`src/sv/scanline_repeat_tone_generator_macros.svh`:
```
// assertion macros for the scan-out sequencer
`ifndef SCANLINE_REPEAT_TONE_GENERATOR_MACROS_SVH
`define SCANLINE_REPEAT_TONE_GENERATOR_MACROS_SVH

// same-cycle implication
`define SRTG_ASSERT(label, clk, rst_n, ante, cons) \
  label: assert property (@(posedge clk) disable iff (!rst_n) (ante) |-> (cons)) \
    else $error("srtg assertion failed");

// next-cycle implication
`define SRTG_ASSERT_NEXT(label, clk, rst_n, ante, cons) \
  label: assert property (@(posedge clk) disable iff (!rst_n) (ante) |=> (cons)) \
    else $error("srtg assertion failed");

`endif

```
`src/sv/srtg_pkg.sv`:
```
`default_nettype none
package srtg_pkg;

  localparam int unsigned CMD_W     = 2;
  localparam int unsigned ADDR_W    = 11;
  localparam int unsigned BYTE_W    = 8;
  localparam int unsigned FRAME_W   = 16;
  localparam int unsigned ROW_W     = 7;
  localparam int unsigned REP_W     = 3;
  localparam int unsigned REPCFG_W  = 4;
  localparam int unsigned REG_IDX_W = 2;

  typedef enum logic [CMD_W-1:0] {
    CMD_HSYNC = 2'd0,
    CMD_VSYNC = 2'd1,
    CMD_STORE = 2'd2
  } cmd_e;

  localparam logic [REG_IDX_W-1:0] REG_TONE   = 2'd0;
  localparam logic [REG_IDX_W-1:0] REG_SKIP   = 2'd1;
  localparam logic [REG_IDX_W-1:0] REG_REPEAT = 2'd2;

  localparam logic [BYTE_W-1:0]   SKIP_RESET   = 8'd90;
  localparam logic [REPCFG_W-1:0] REPEAT_RESET = 4'd3;
  localparam logic [REPCFG_W-1:0] REPEAT_MAX   = 4'd8;

  typedef enum logic [2:0] {
    ST_CLEAR = 3'b001,
    ST_IDLE  = 3'b010,
    ST_LINE  = 3'b100
  } seq_state_e;

  typedef struct packed {
    logic wr_en;
    logic rd_en;
  } mem_ctl_t;

  typedef struct packed {
    logic [BYTE_W-1:0]  pixel_byte;
    logic               pixel_valid;
    logic               audio_toggle;
    logic [FRAME_W-1:0] frame_count;
    logic               last;
  } beat_t;

endpackage
`default_nettype wire

```
`src/sv/srtg_seq.sv`:
```
`default_nettype none
`include "scanline_repeat_tone_generator_macros.svh"
module srtg_seq
  import srtg_pkg::*;
#(
  parameter int unsigned ROWS      = 64,
  parameter int unsigned ROW_BYTES = 23,
  parameter int unsigned AW        = 11
) (
  input  wire logic                 clk_i,
  input  wire logic                 rst_ni,
  input  wire logic                 in_valid_i,
  output logic                      in_ready_o,
  input  wire logic [CMD_W-1:0]     in_cmd_i,
  input  wire logic [ADDR_W-1:0]    in_addr_i,
  input  wire logic [BYTE_W-1:0]    in_data_i,
  input  wire logic                 cfg_valid_i,
  input  wire logic [REG_IDX_W-1:0] cfg_index_i,
  input  wire logic [BYTE_W-1:0]    cfg_data_i,
  output mem_ctl_t                  mem_ctl_o,
  output logic      [AW-1:0]        mem_waddr_o,
  output logic      [BYTE_W-1:0]    mem_wdata_o,
  output logic      [AW-1:0]        mem_raddr_o,
  input  wire logic [BYTE_W-1:0]    mem_rdata_i,
  output logic                      out_valid_o,
  input  wire logic                 out_ready_i,
  output beat_t                     out_beat_o
);

  localparam int unsigned STORE_SIZE = ROWS * ROW_BYTES;
  localparam int unsigned BW         = $clog2(STORE_SIZE + 1);
  localparam int unsigned COL_W      = $clog2(ROW_BYTES + 1);

  seq_state_e state_q, state_d;
  logic [AW-1:0]       clr_q, clr_d;
  logic [BYTE_W-1:0]   tone_period_q, tone_period_d;
  logic [BYTE_W-1:0]   skip_lines_q, skip_lines_d;
  logic [REPCFG_W-1:0] repeat_lines_q, repeat_lines_d;
  logic [BYTE_W-1:0]   tone_count_q, tone_count_d;
  logic [BYTE_W-1:0]   skip_count_q, skip_count_d;
  logic [REP_W-1:0]    repeat_count_q, repeat_count_d;
  logic [ROW_W-1:0]    row_q, row_d;
  logic [BW-1:0]       row_base_q, row_base_d;
  logic [FRAME_W-1:0]  frame_q, frame_d;
  logic                head_q, head_d;
  beat_t               head_beat_q, head_beat_d;
  logic [COL_W-1:0]    col_q, col_d;
  logic [BW-1:0]       rd_addr_q, rd_addr_d;
  logic                pend_q, pend_d;
  logic                pend_last_q, pend_last_d;
  logic                out_valid_q, out_valid_d;
  beat_t               out_beat_q, out_beat_d;

  logic                in_fire;
  logic                advance;
  logic                col_full;
  logic                take_head;
  logic                take_data;
  logic                line_done;
  logic                toggle;
  logic                display;
  logic [REPCFG_W-1:0] rep_eff;
  mem_ctl_t            mem_ctl;

  assign in_ready_o = (state_q == ST_IDLE);
  assign in_fire    = in_valid_i && in_ready_o;
  assign advance    = !out_valid_q || out_ready_i;
  assign col_full   = (col_q == COL_W'(ROW_BYTES));
  assign take_head  = (state_q == ST_LINE) && advance && head_q;
  assign take_data  = (state_q == ST_LINE) && advance && !head_q && pend_q;
  assign line_done  = (state_q == ST_LINE) && col_full &&
                      ((head_q && !pend_q && take_head) || (!head_q && !pend_q) || take_data);

  // prefetch one byte ahead; the read register holds it while the output stalls
  assign mem_ctl.rd_en = (state_q == ST_LINE) && !col_full &&
                         (!pend_q || (advance && !head_q));
  assign mem_ctl.wr_en = (state_q == ST_CLEAR) ||
                         (in_fire && (in_cmd_i == CMD_STORE) &&
                          (32'(in_addr_i) < STORE_SIZE));
  assign mem_waddr_o   = (state_q == ST_CLEAR) ? clr_q : AW'(in_addr_i);
  assign mem_wdata_o   = (state_q == ST_CLEAR) ? '0 : in_data_i;
  assign mem_raddr_o   = AW'(rd_addr_q);
  assign mem_ctl_o     = mem_ctl;

  assign toggle  = (tone_period_q != '0) && (tone_count_q == '0);
  assign display = (skip_count_q == '0) && (row_q < ROW_W'(ROWS));

  always_comb begin
    priority if (repeat_lines_q == '0) begin
      rep_eff = REPCFG_W'(1);
    end else if (repeat_lines_q > REPEAT_MAX) begin
      rep_eff = REPEAT_MAX;
    end else begin
      rep_eff = repeat_lines_q;
    end
  end

  always_comb begin
    state_d        = state_q;
    clr_d          = clr_q;
    tone_period_d  = tone_period_q;
    skip_lines_d   = skip_lines_q;
    repeat_lines_d = repeat_lines_q;
    tone_count_d   = tone_count_q;
    skip_count_d   = skip_count_q;
    repeat_count_d = repeat_count_q;
    row_d          = row_q;
    row_base_d     = row_base_q;
    frame_d        = frame_q;
    head_d         = head_q;
    head_beat_d    = head_beat_q;
    col_d          = col_q;
    rd_addr_d      = rd_addr_q;
    pend_d         = pend_q;
    pend_last_d    = pend_last_q;
    out_valid_d    = out_valid_q;
    out_beat_d     = out_beat_q;

    if (cfg_valid_i) begin
      unique case (cfg_index_i)
        REG_TONE: begin
          tone_period_d = cfg_data_i;
          if (cfg_data_i != '0) begin
            tone_count_d = cfg_data_i;
          end
        end
        REG_SKIP:   skip_lines_d   = cfg_data_i;
        REG_REPEAT: repeat_lines_d = cfg_data_i[REPCFG_W-1:0];
        default: ;
      endcase
    end

    unique case (state_q)
      ST_CLEAR: begin
        clr_d = clr_q + AW'(1);
        if (clr_q == AW'(STORE_SIZE - 1)) begin
          state_d = ST_IDLE;
        end
      end
      ST_IDLE: begin
        if (in_fire) begin
          unique case (in_cmd_i)
            CMD_HSYNC: begin
              if (tone_period_q != '0) begin
                tone_count_d = toggle ? tone_period_q : tone_count_q - 8'd1;
              end
              if (skip_count_q != '0) begin
                skip_count_d = skip_count_q - 8'd1;
              end else if (display) begin
                if ({1'b0, repeat_count_q} + REPCFG_W'(1) >= rep_eff) begin
                  repeat_count_d = '0;
                  row_d          = row_q + ROW_W'(1);
                  row_base_d     = row_base_q + BW'(ROW_BYTES);
                end else begin
                  repeat_count_d = repeat_count_q + REP_W'(1);
                end
              end
              head_d                   = 1'b1;
              head_beat_d.pixel_byte   = '0;
              head_beat_d.pixel_valid  = display;
              head_beat_d.audio_toggle = toggle;
              head_beat_d.frame_count  = frame_q;
              head_beat_d.last         = !display;
              col_d                    = display ? '0 : COL_W'(ROW_BYTES);
              rd_addr_d                = row_base_q;
              state_d                  = ST_LINE;
            end
            CMD_VSYNC: begin
              skip_count_d   = skip_lines_q;
              row_d          = '0;
              row_base_d     = '0;
              repeat_count_d = '0;
              frame_d        = frame_q + FRAME_W'(1);
            end
            default: ;
          endcase
        end
      end
      ST_LINE: begin
        if (line_done) begin
          state_d = ST_IDLE;
        end
      end
      default: state_d = ST_IDLE;
    endcase

    if (take_head) begin
      head_d = 1'b0;
    end

    if (mem_ctl.rd_en) begin
      pend_d      = 1'b1;
      pend_last_d = (col_q == COL_W'(ROW_BYTES - 1));
      col_d       = col_q + COL_W'(1);
      rd_addr_d   = rd_addr_q + BW'(1);
    end else if (take_data) begin
      pend_d = 1'b0;
    end

    if (advance) begin
      out_valid_d = take_head || take_data;
      if (take_head) begin
        out_beat_d = head_beat_q;
      end else begin
        out_beat_d.pixel_byte   = mem_rdata_i;
        out_beat_d.pixel_valid  = 1'b1;
        out_beat_d.audio_toggle = 1'b0;
        out_beat_d.frame_count  = frame_q;
        out_beat_d.last         = pend_last_q;
      end
    end
  end

  always_ff @(posedge clk_i or negedge rst_ni) begin
    if (!rst_ni) begin
      state_q        <= ST_CLEAR;
      clr_q          <= '0;
      tone_period_q  <= '0;
      skip_lines_q   <= SKIP_RESET;
      repeat_lines_q <= REPEAT_RESET;
      tone_count_q   <= '0;
      skip_count_q   <= '0;
      repeat_count_q <= '0;
      row_q          <= '0;
      row_base_q     <= '0;
      frame_q        <= '0;
      head_q         <= 1'b0;
      col_q          <= '0;
      rd_addr_q      <= '0;
      pend_q         <= 1'b0;
      pend_last_q    <= 1'b0;
      out_valid_q    <= 1'b0;
    end else begin
      state_q        <= state_d;
      clr_q          <= clr_d;
      tone_period_q  <= tone_period_d;
      skip_lines_q   <= skip_lines_d;
      repeat_lines_q <= repeat_lines_d;
      tone_count_q   <= tone_count_d;
      skip_count_q   <= skip_count_d;
      repeat_count_q <= repeat_count_d;
      row_q          <= row_d;
      row_base_q     <= row_base_d;
      frame_q        <= frame_d;
      head_q         <= head_d;
      col_q          <= col_d;
      rd_addr_q      <= rd_addr_d;
      pend_q         <= pend_d;
      pend_last_q    <= pend_last_d;
      out_valid_q    <= out_valid_d;
    end
  end

  always_ff @(posedge clk_i) begin
    head_beat_q <= head_beat_d;
    out_beat_q  <= out_beat_d;
  end

  assign out_valid_o = out_valid_q;
  assign out_beat_o  = out_beat_q;

  `SRTG_ASSERT(a_no_rw_clash, clk_i, rst_ni, mem_ctl.rd_en, !mem_ctl.wr_en)
  `SRTG_ASSERT(a_rd_in_line, clk_i, rst_ni, mem_ctl.rd_en, (state_q == ST_LINE) && !col_full)
  `SRTG_ASSERT(a_pend_kept, clk_i, rst_ni, pend_q && !take_data, !mem_ctl.rd_en)
  `SRTG_ASSERT_NEXT(a_hsync_line, clk_i, rst_ni, in_fire && (in_cmd_i == CMD_HSYNC), (state_q == ST_LINE) && head_q)

endmodule
`default_nettype wire

```
`config.mk`:
```
export PLATFORM = sky130hd
export DESIGN_NAME = srtg_seq
export DESIGN_NICKNAME = d
export VERILOG_FILES = /design/src/sv/srtg_pkg.sv /design/src/sv/srtg_seq.sv
export VERILOG_INCLUDE_DIRS = /design/src /design/src/sv
export SDC_FILE = /design/constraint.sdc
export NUM_CORES = 1
export LEC_CHECK = 0
export CAP_MARGIN = 10
export CORE_AREA = 2 2 101 122
export DETAILED_ROUTE_END_ITERATION = 10
export DIE_AREA = 0 0 103 124
export DONT_BUFFER_PORTS = 1
export PLACE_DENSITY = 0.79
export REMOVE_ABC_BUFFERS = 1
export SLEW_MARGIN = 5
export SYNTH_ARGS = -nofsm -noshare
export SYNTH_HDL_FRONTEND = slang
export SYNTH_SLANG_ARGS = --single-unit
```
`constraint.sdc`:
```
create_clock -name clk_i -period 4.2 [get_ports clk_i]
set_input_delay 0.21 -clock clk_i [delete_from_list [all_inputs] [get_ports clk_i]]
set_output_delay 0.21 -clock clk_i [all_outputs]
set_load 0.05 [all_outputs]
```
# Yosys cells after proc, flatten, opt, wreduce, memory -nomap -nowiden
# Cells that the tools add are included.
# Widths: inputs -> output; s select.
# word_totals
register_bits,153
in_bits,44
out_inout_bits,61
# classes
n_addsub,10
magnitude_cmp,4
eq_ne,18
n_mux,47
n_reduce_logical,55
# op_table
op,n
$mux 11,8
$mux 8,10
$mux 5,5
$reduce_bool 8->1,3
$add 11x1->11 const B,2
$pmux 11 s2,1
$mux 3,7
$mux 7,3
$logic_and 1x1->1,17
$mux 17,1
$add 16x1->16 const B,1
$logic_not 8->1,2
$pmux 8 s2,1
$reduce_bool 2->1,8
$sub 8x1->8 const B,2
$pmux 7 s2,1
$reduce_and 3->1,4
$add 11x5->11 const B,1
$eq 11x11->1 const B,1
$lt 11x11->1 const B,1
$eq 5x5->1 const B,2
$ne 2x2->1 const B,5
$pmux 3 s3,1
$mux 4,2
23 further kinds,45

# Depth between registers and ports, before layout
# depth
word_depth,10
depth_mapped,12
depth_no_buf,9

# Worst setup path after synthesis
# No wires, ideal clock.
# synth_timing
kind,reg2reg
start,register skip_count_q[0]
end,register row_q[1]
setup_ns,0.120
t_arrival_ns,2.880
setup_slack_ns,1.200
stages_incl_launch_ff,11
path_buffers,3
period_less_slack_ns,3.000
cell_sequence,dfrtp_1 > inv_1 > ha_1 > or4b_4 > or4_4 > or4_1 > buf_2 > buf_6 > clkbuf_1 > and3_1 > a31o_2
# synth_via
elab_chain_cells,4
word_cells_on_any_way,6
# synth_rtl
item,line_no,source
from (decl),srtg_seq.sv:40,"logic [BYTE_W-1:0] skip_count_q, skip_count_d;"
from (signal assigned),srtg_seq.sv:240,skip_count_q <= skip_count_d;
$logic_not 8->1,srtg_seq.sv:86,assign display = (skip_count_q == '0) && (row_q < ROW_W'(ROWS));
$logic_and 1x1->1,srtg_seq.sv:86,
$ne 2x2->1 (no source line),-,
$reduce_and 6->1 (no source line) (*),-,
to (signal assigned),srtg_seq.sv:242,row_q <= row_d;
to (decl),srtg_seq.sv:42,"logic [ROW_W-1:0] row_q, row_d;"
# Every way passes the cells marked *; elsewhere a longest branch is shown, timed or not.
# A chain may end at the register's enable or synchronous reset.

# Final worst setup path
# layout_timing
start,register skip_count_q[0]
end,register row_base_q[8]
# layout_via
elab_chain_cells,4
word_cells_on_any_way,6
# layout_rtl
item,line_no,source
$logic_not 8->1,srtg_seq.sv:86,
$logic_and 1x1->1,srtg_seq.sv:86,
$ne 2x2->1 (no source line),-,
$reduce_and 6->1 (no source line) (*),-,
to (signal assigned),srtg_seq.sv:243,row_base_q <= row_base_d;
to (decl),srtg_seq.sv:43,"logic [BW-1:0] row_base_q, row_base_d;"
# Marked as above.

==> results.yml <==
placed_design:
  port_buffers: 0
  gp_congestion: 0.847
  hpwlAfterDp_mm: 9.73
  place_ws_ns: 0.706
die:
  dieArea_mm2: 0.0128
  fp.dieW_um: 103
  die_y_um: 124
  num_rows: 43
  coreArea_mm2: 0.0115
  io_pins: 105
  start_util: 0.632
critical_path:
  reg2reg_depth: 7
  reg2reg_slack_ns: 0.68
  r2r_start: "skip_count_q[0]$_DFFE_PN0P_"
  cp-end-kind: "flop"
  r2r-end: "row_base_q[8]$_DFFE_PN0P_"
  timing_worst_setup_path_type: "reg2reg"
  crit_required_ns: 4.54
  cp-startpoint: "skip_count_q[0]$_DFFE_PN0P_"
  startpoint_type: "flop"
  crit_fanout: 33
  endpoint: "row_base_q[8]$_DFFE_PN0P_"
  arrival_ns: 3.86
sta:
  clock_skew_ns: 0.00969
  maxSlewHeadroom: 0.310
  finalMaxSlewViolations: 0
  setup_slack_ns: 0.682
  timing.fmax_mhz: 284
  finalHoldViolCount: 0
  setup_viol: 0
  worst_slew_pin_slew_ns: 1.03
  grt_setup_unrepaired: "false"
  finalCritPeriodShare: 0.838
  period_minus_slack_ns: 3.52
  fin_setup_tns_ns: 0
power:
  vdd_drop_max_mv: 0.314
  powerDensity_mw_per_mm2: 626
  power.leakage_uw: 0.00338
clock_tree:
  clk_latency_ns: 0.43
  numCtsBuffers: 17
  cts_root_buf: "clkbuf_16"
  cts_buffer_depth: 2
  htree_levels: 4
  clk_transition_reported_paths_ns: 0.06
  cts_tree: "built"
  cts.sinks: 153
synth:
  synthTopCellsByArea: "dfrtp_1 (34%), edfxtp_1 (19%), mux2_2 (7.7%)"
  syn-instance-count: 640
  synth_top_area_share: 0.344
  synthArstFlopShare: 0.699
  yosys_register_bits: 153
  synth-edff-count: 46
  ys_seq_area_frac: 0.559
  ys.warnings.count: 0
  synth-main-ff-cell: "dfrtp_1"
  ys_types: 61
  synth_top_cell_by_area: "dfrtp_1"
  synth_area_per_cell_um2: 11.4
  synth_area_mm2: 0.00728
layout:
  nNetsFinal: 719
  multi_input_area_mm2: 0.00304
  drive_gt1_frac: 0.157
  seq_area_mm2: 0.00407
  area_growth_pct: 13.1
  layout_common_cells: "dfrtp_1 (100), mux2_2 (50), nand2_1 (49)"
  fillers: 841
  final_common_cell: "dfrtp_1"
  diodes: 0
grt:
  antenna_found_initial: 0
  grt_pass1_vias: 5145
  grt_max_degree: 108
  grt_overflow_total: 0
  grt_pass1_wl_mm: 25.4
  grt_use_total: 0.257
worst_hold_path:
  worstHoldPathType: "in2reg"
detailed_routing:
  avgRoutedWirePerCell_um: 18.5
  drcViolationCount: 0
  drt-initial-drc-count: 315
  drt_wl_total_mm: 15.4
  viasPerCell: 6.26
  num_vias: 5204
  ant_nets: 0
  dr.pass1.iters: 5
run_status:
  status: "finished clean"
run:
  maxCapViolCount: 0
[per-layer routing]
metal,global-route usage,up-vias,routed length [um]
met5,0,-,0
met4,0.0831,0,263
met3,0.0595,24,599
met2,0.433,150,8130
met1,0.328,2601,6410
li1,-,2429,-
[area by class of cell]
type / count / area share
repair buffers: 24 / 0.0295
clock inverters: 15 / 0.0202
flip-flops and latches: 153 / 0.494
clock buffers: 17 / 0.0517
inverters: 25 / 0.0114
multi-input cells: 440 / 0.369
well taps: 157 / 0.0239
[flip-flops by register name, summed over array words and instances, names as in the netlist]
register and count:
col_q 5, pend_q 1, out_beat_o 27, row_base_q 11, pend_last_q 1, mem_raddr_o 11, row_q 7, frame_q 16
head_q 1, tone_period_q 8, skip_count_q 8, repeat_lines_q 4, tone_count_q 8, head_beat_q 19, clr_q 11, skip_lines_q 8
repeat_count_q 3, state_q 3, out_valid_o 1
[cells in the mapped netlist, types with 9 or more instances]
cell type	instances
a21oi_1	37
and2_1	10
clkbuf_1	18
dfrtp_1	100
edfxtp_1	46
ha_1	14
inv_1	25
mux2_2	50
nand2_1	49
nand3_1	18
nand4_1	16
nor2_1	32
nor2b_1	13
nor3_1	11
o21ai_0	34
o31ai_1	9
or3_1	10
or4_1	13
xnor2_1	23
[worst max-delay path, cell delays in order (launching register included)]
cell,delay [ns]
dfrtp_1,0.38
inv_1,0.10
ha_1,0.19
or4b_4,0.49
or4_4,0.51
or4_1,0.93
or4_1,0.66
a21oi_1,0.17
[worst min path at each step]
stage	start	endpoint	slack [ns]	cells past startpoint
2_1_floorplan	rst_ni	clr_q[0]$_DFFE_PN0P_	-0.09	0
3_3_place_gp	rst_ni	clr_q[1]$_DFFE_PN0P_	-0.08	0
3_5_place_dp	rst_ni	clr_q[0]$_DFFE_PN0P_	-0.08	0
4_1_cts	cfg_data_i[2]	tone_count_q[2]$_DFF_PN0_	0.005	2
5_1_grt	cfg_data_i[5]	tone_count_q[5]$_DFF_PN0_	0.03	2
6_report	cfg_data_i[3]	tone_count_q[3]$_DFF_PN0_	0.02	2
[report_power, final]
group	leakage [uW]	switching [uW]	internal (uW)
sequential	0.00181	718	1900
clock	0.000282	641	888
combinational	0.00129	580	425
[cells by family (layout without fill, tap and decap cells)]
family,after synthesis,count (layout),synth area share
fa+ha+maj,15,15,0.0254
flops,153,153,0.559
simple gates,207,207,0.153
compound gates,138,138,0.123
xor+xnor,29,29,0.0349
buf+inv,47,81,0.0260
mux,51,51,0.0787
[metrics by stage]
step / utilization / std cells / hold slack (ns) / total power [uW] / area [um^2]
3_5_place_dp: 0.646 / 781 / -0.0832 / 3580 / 7440
5_1_grt: 0.715 / 831 / 0.0283 / 5420 / 8230
6_report: 0.715 / 831 / 0.0196 / 5150 / 8230
4_1_cts: 0.715 / 831 / 0.00517 / 5170 / 8230
3_3_place_gp: 0.646 / 781 / -0.0827 / 3500 / 7440
2_1_floorplan: - / 618 / -0.0856 / 3310 / 7180
[timing repair]
item,4_1_cts,5_1_grt
hold buffers,18,0
endpoints found under the hold margin,138,0
setup buffers,0,0
resized for setup,0,0
Note: power is estimated with default switching activity, not from simulation.
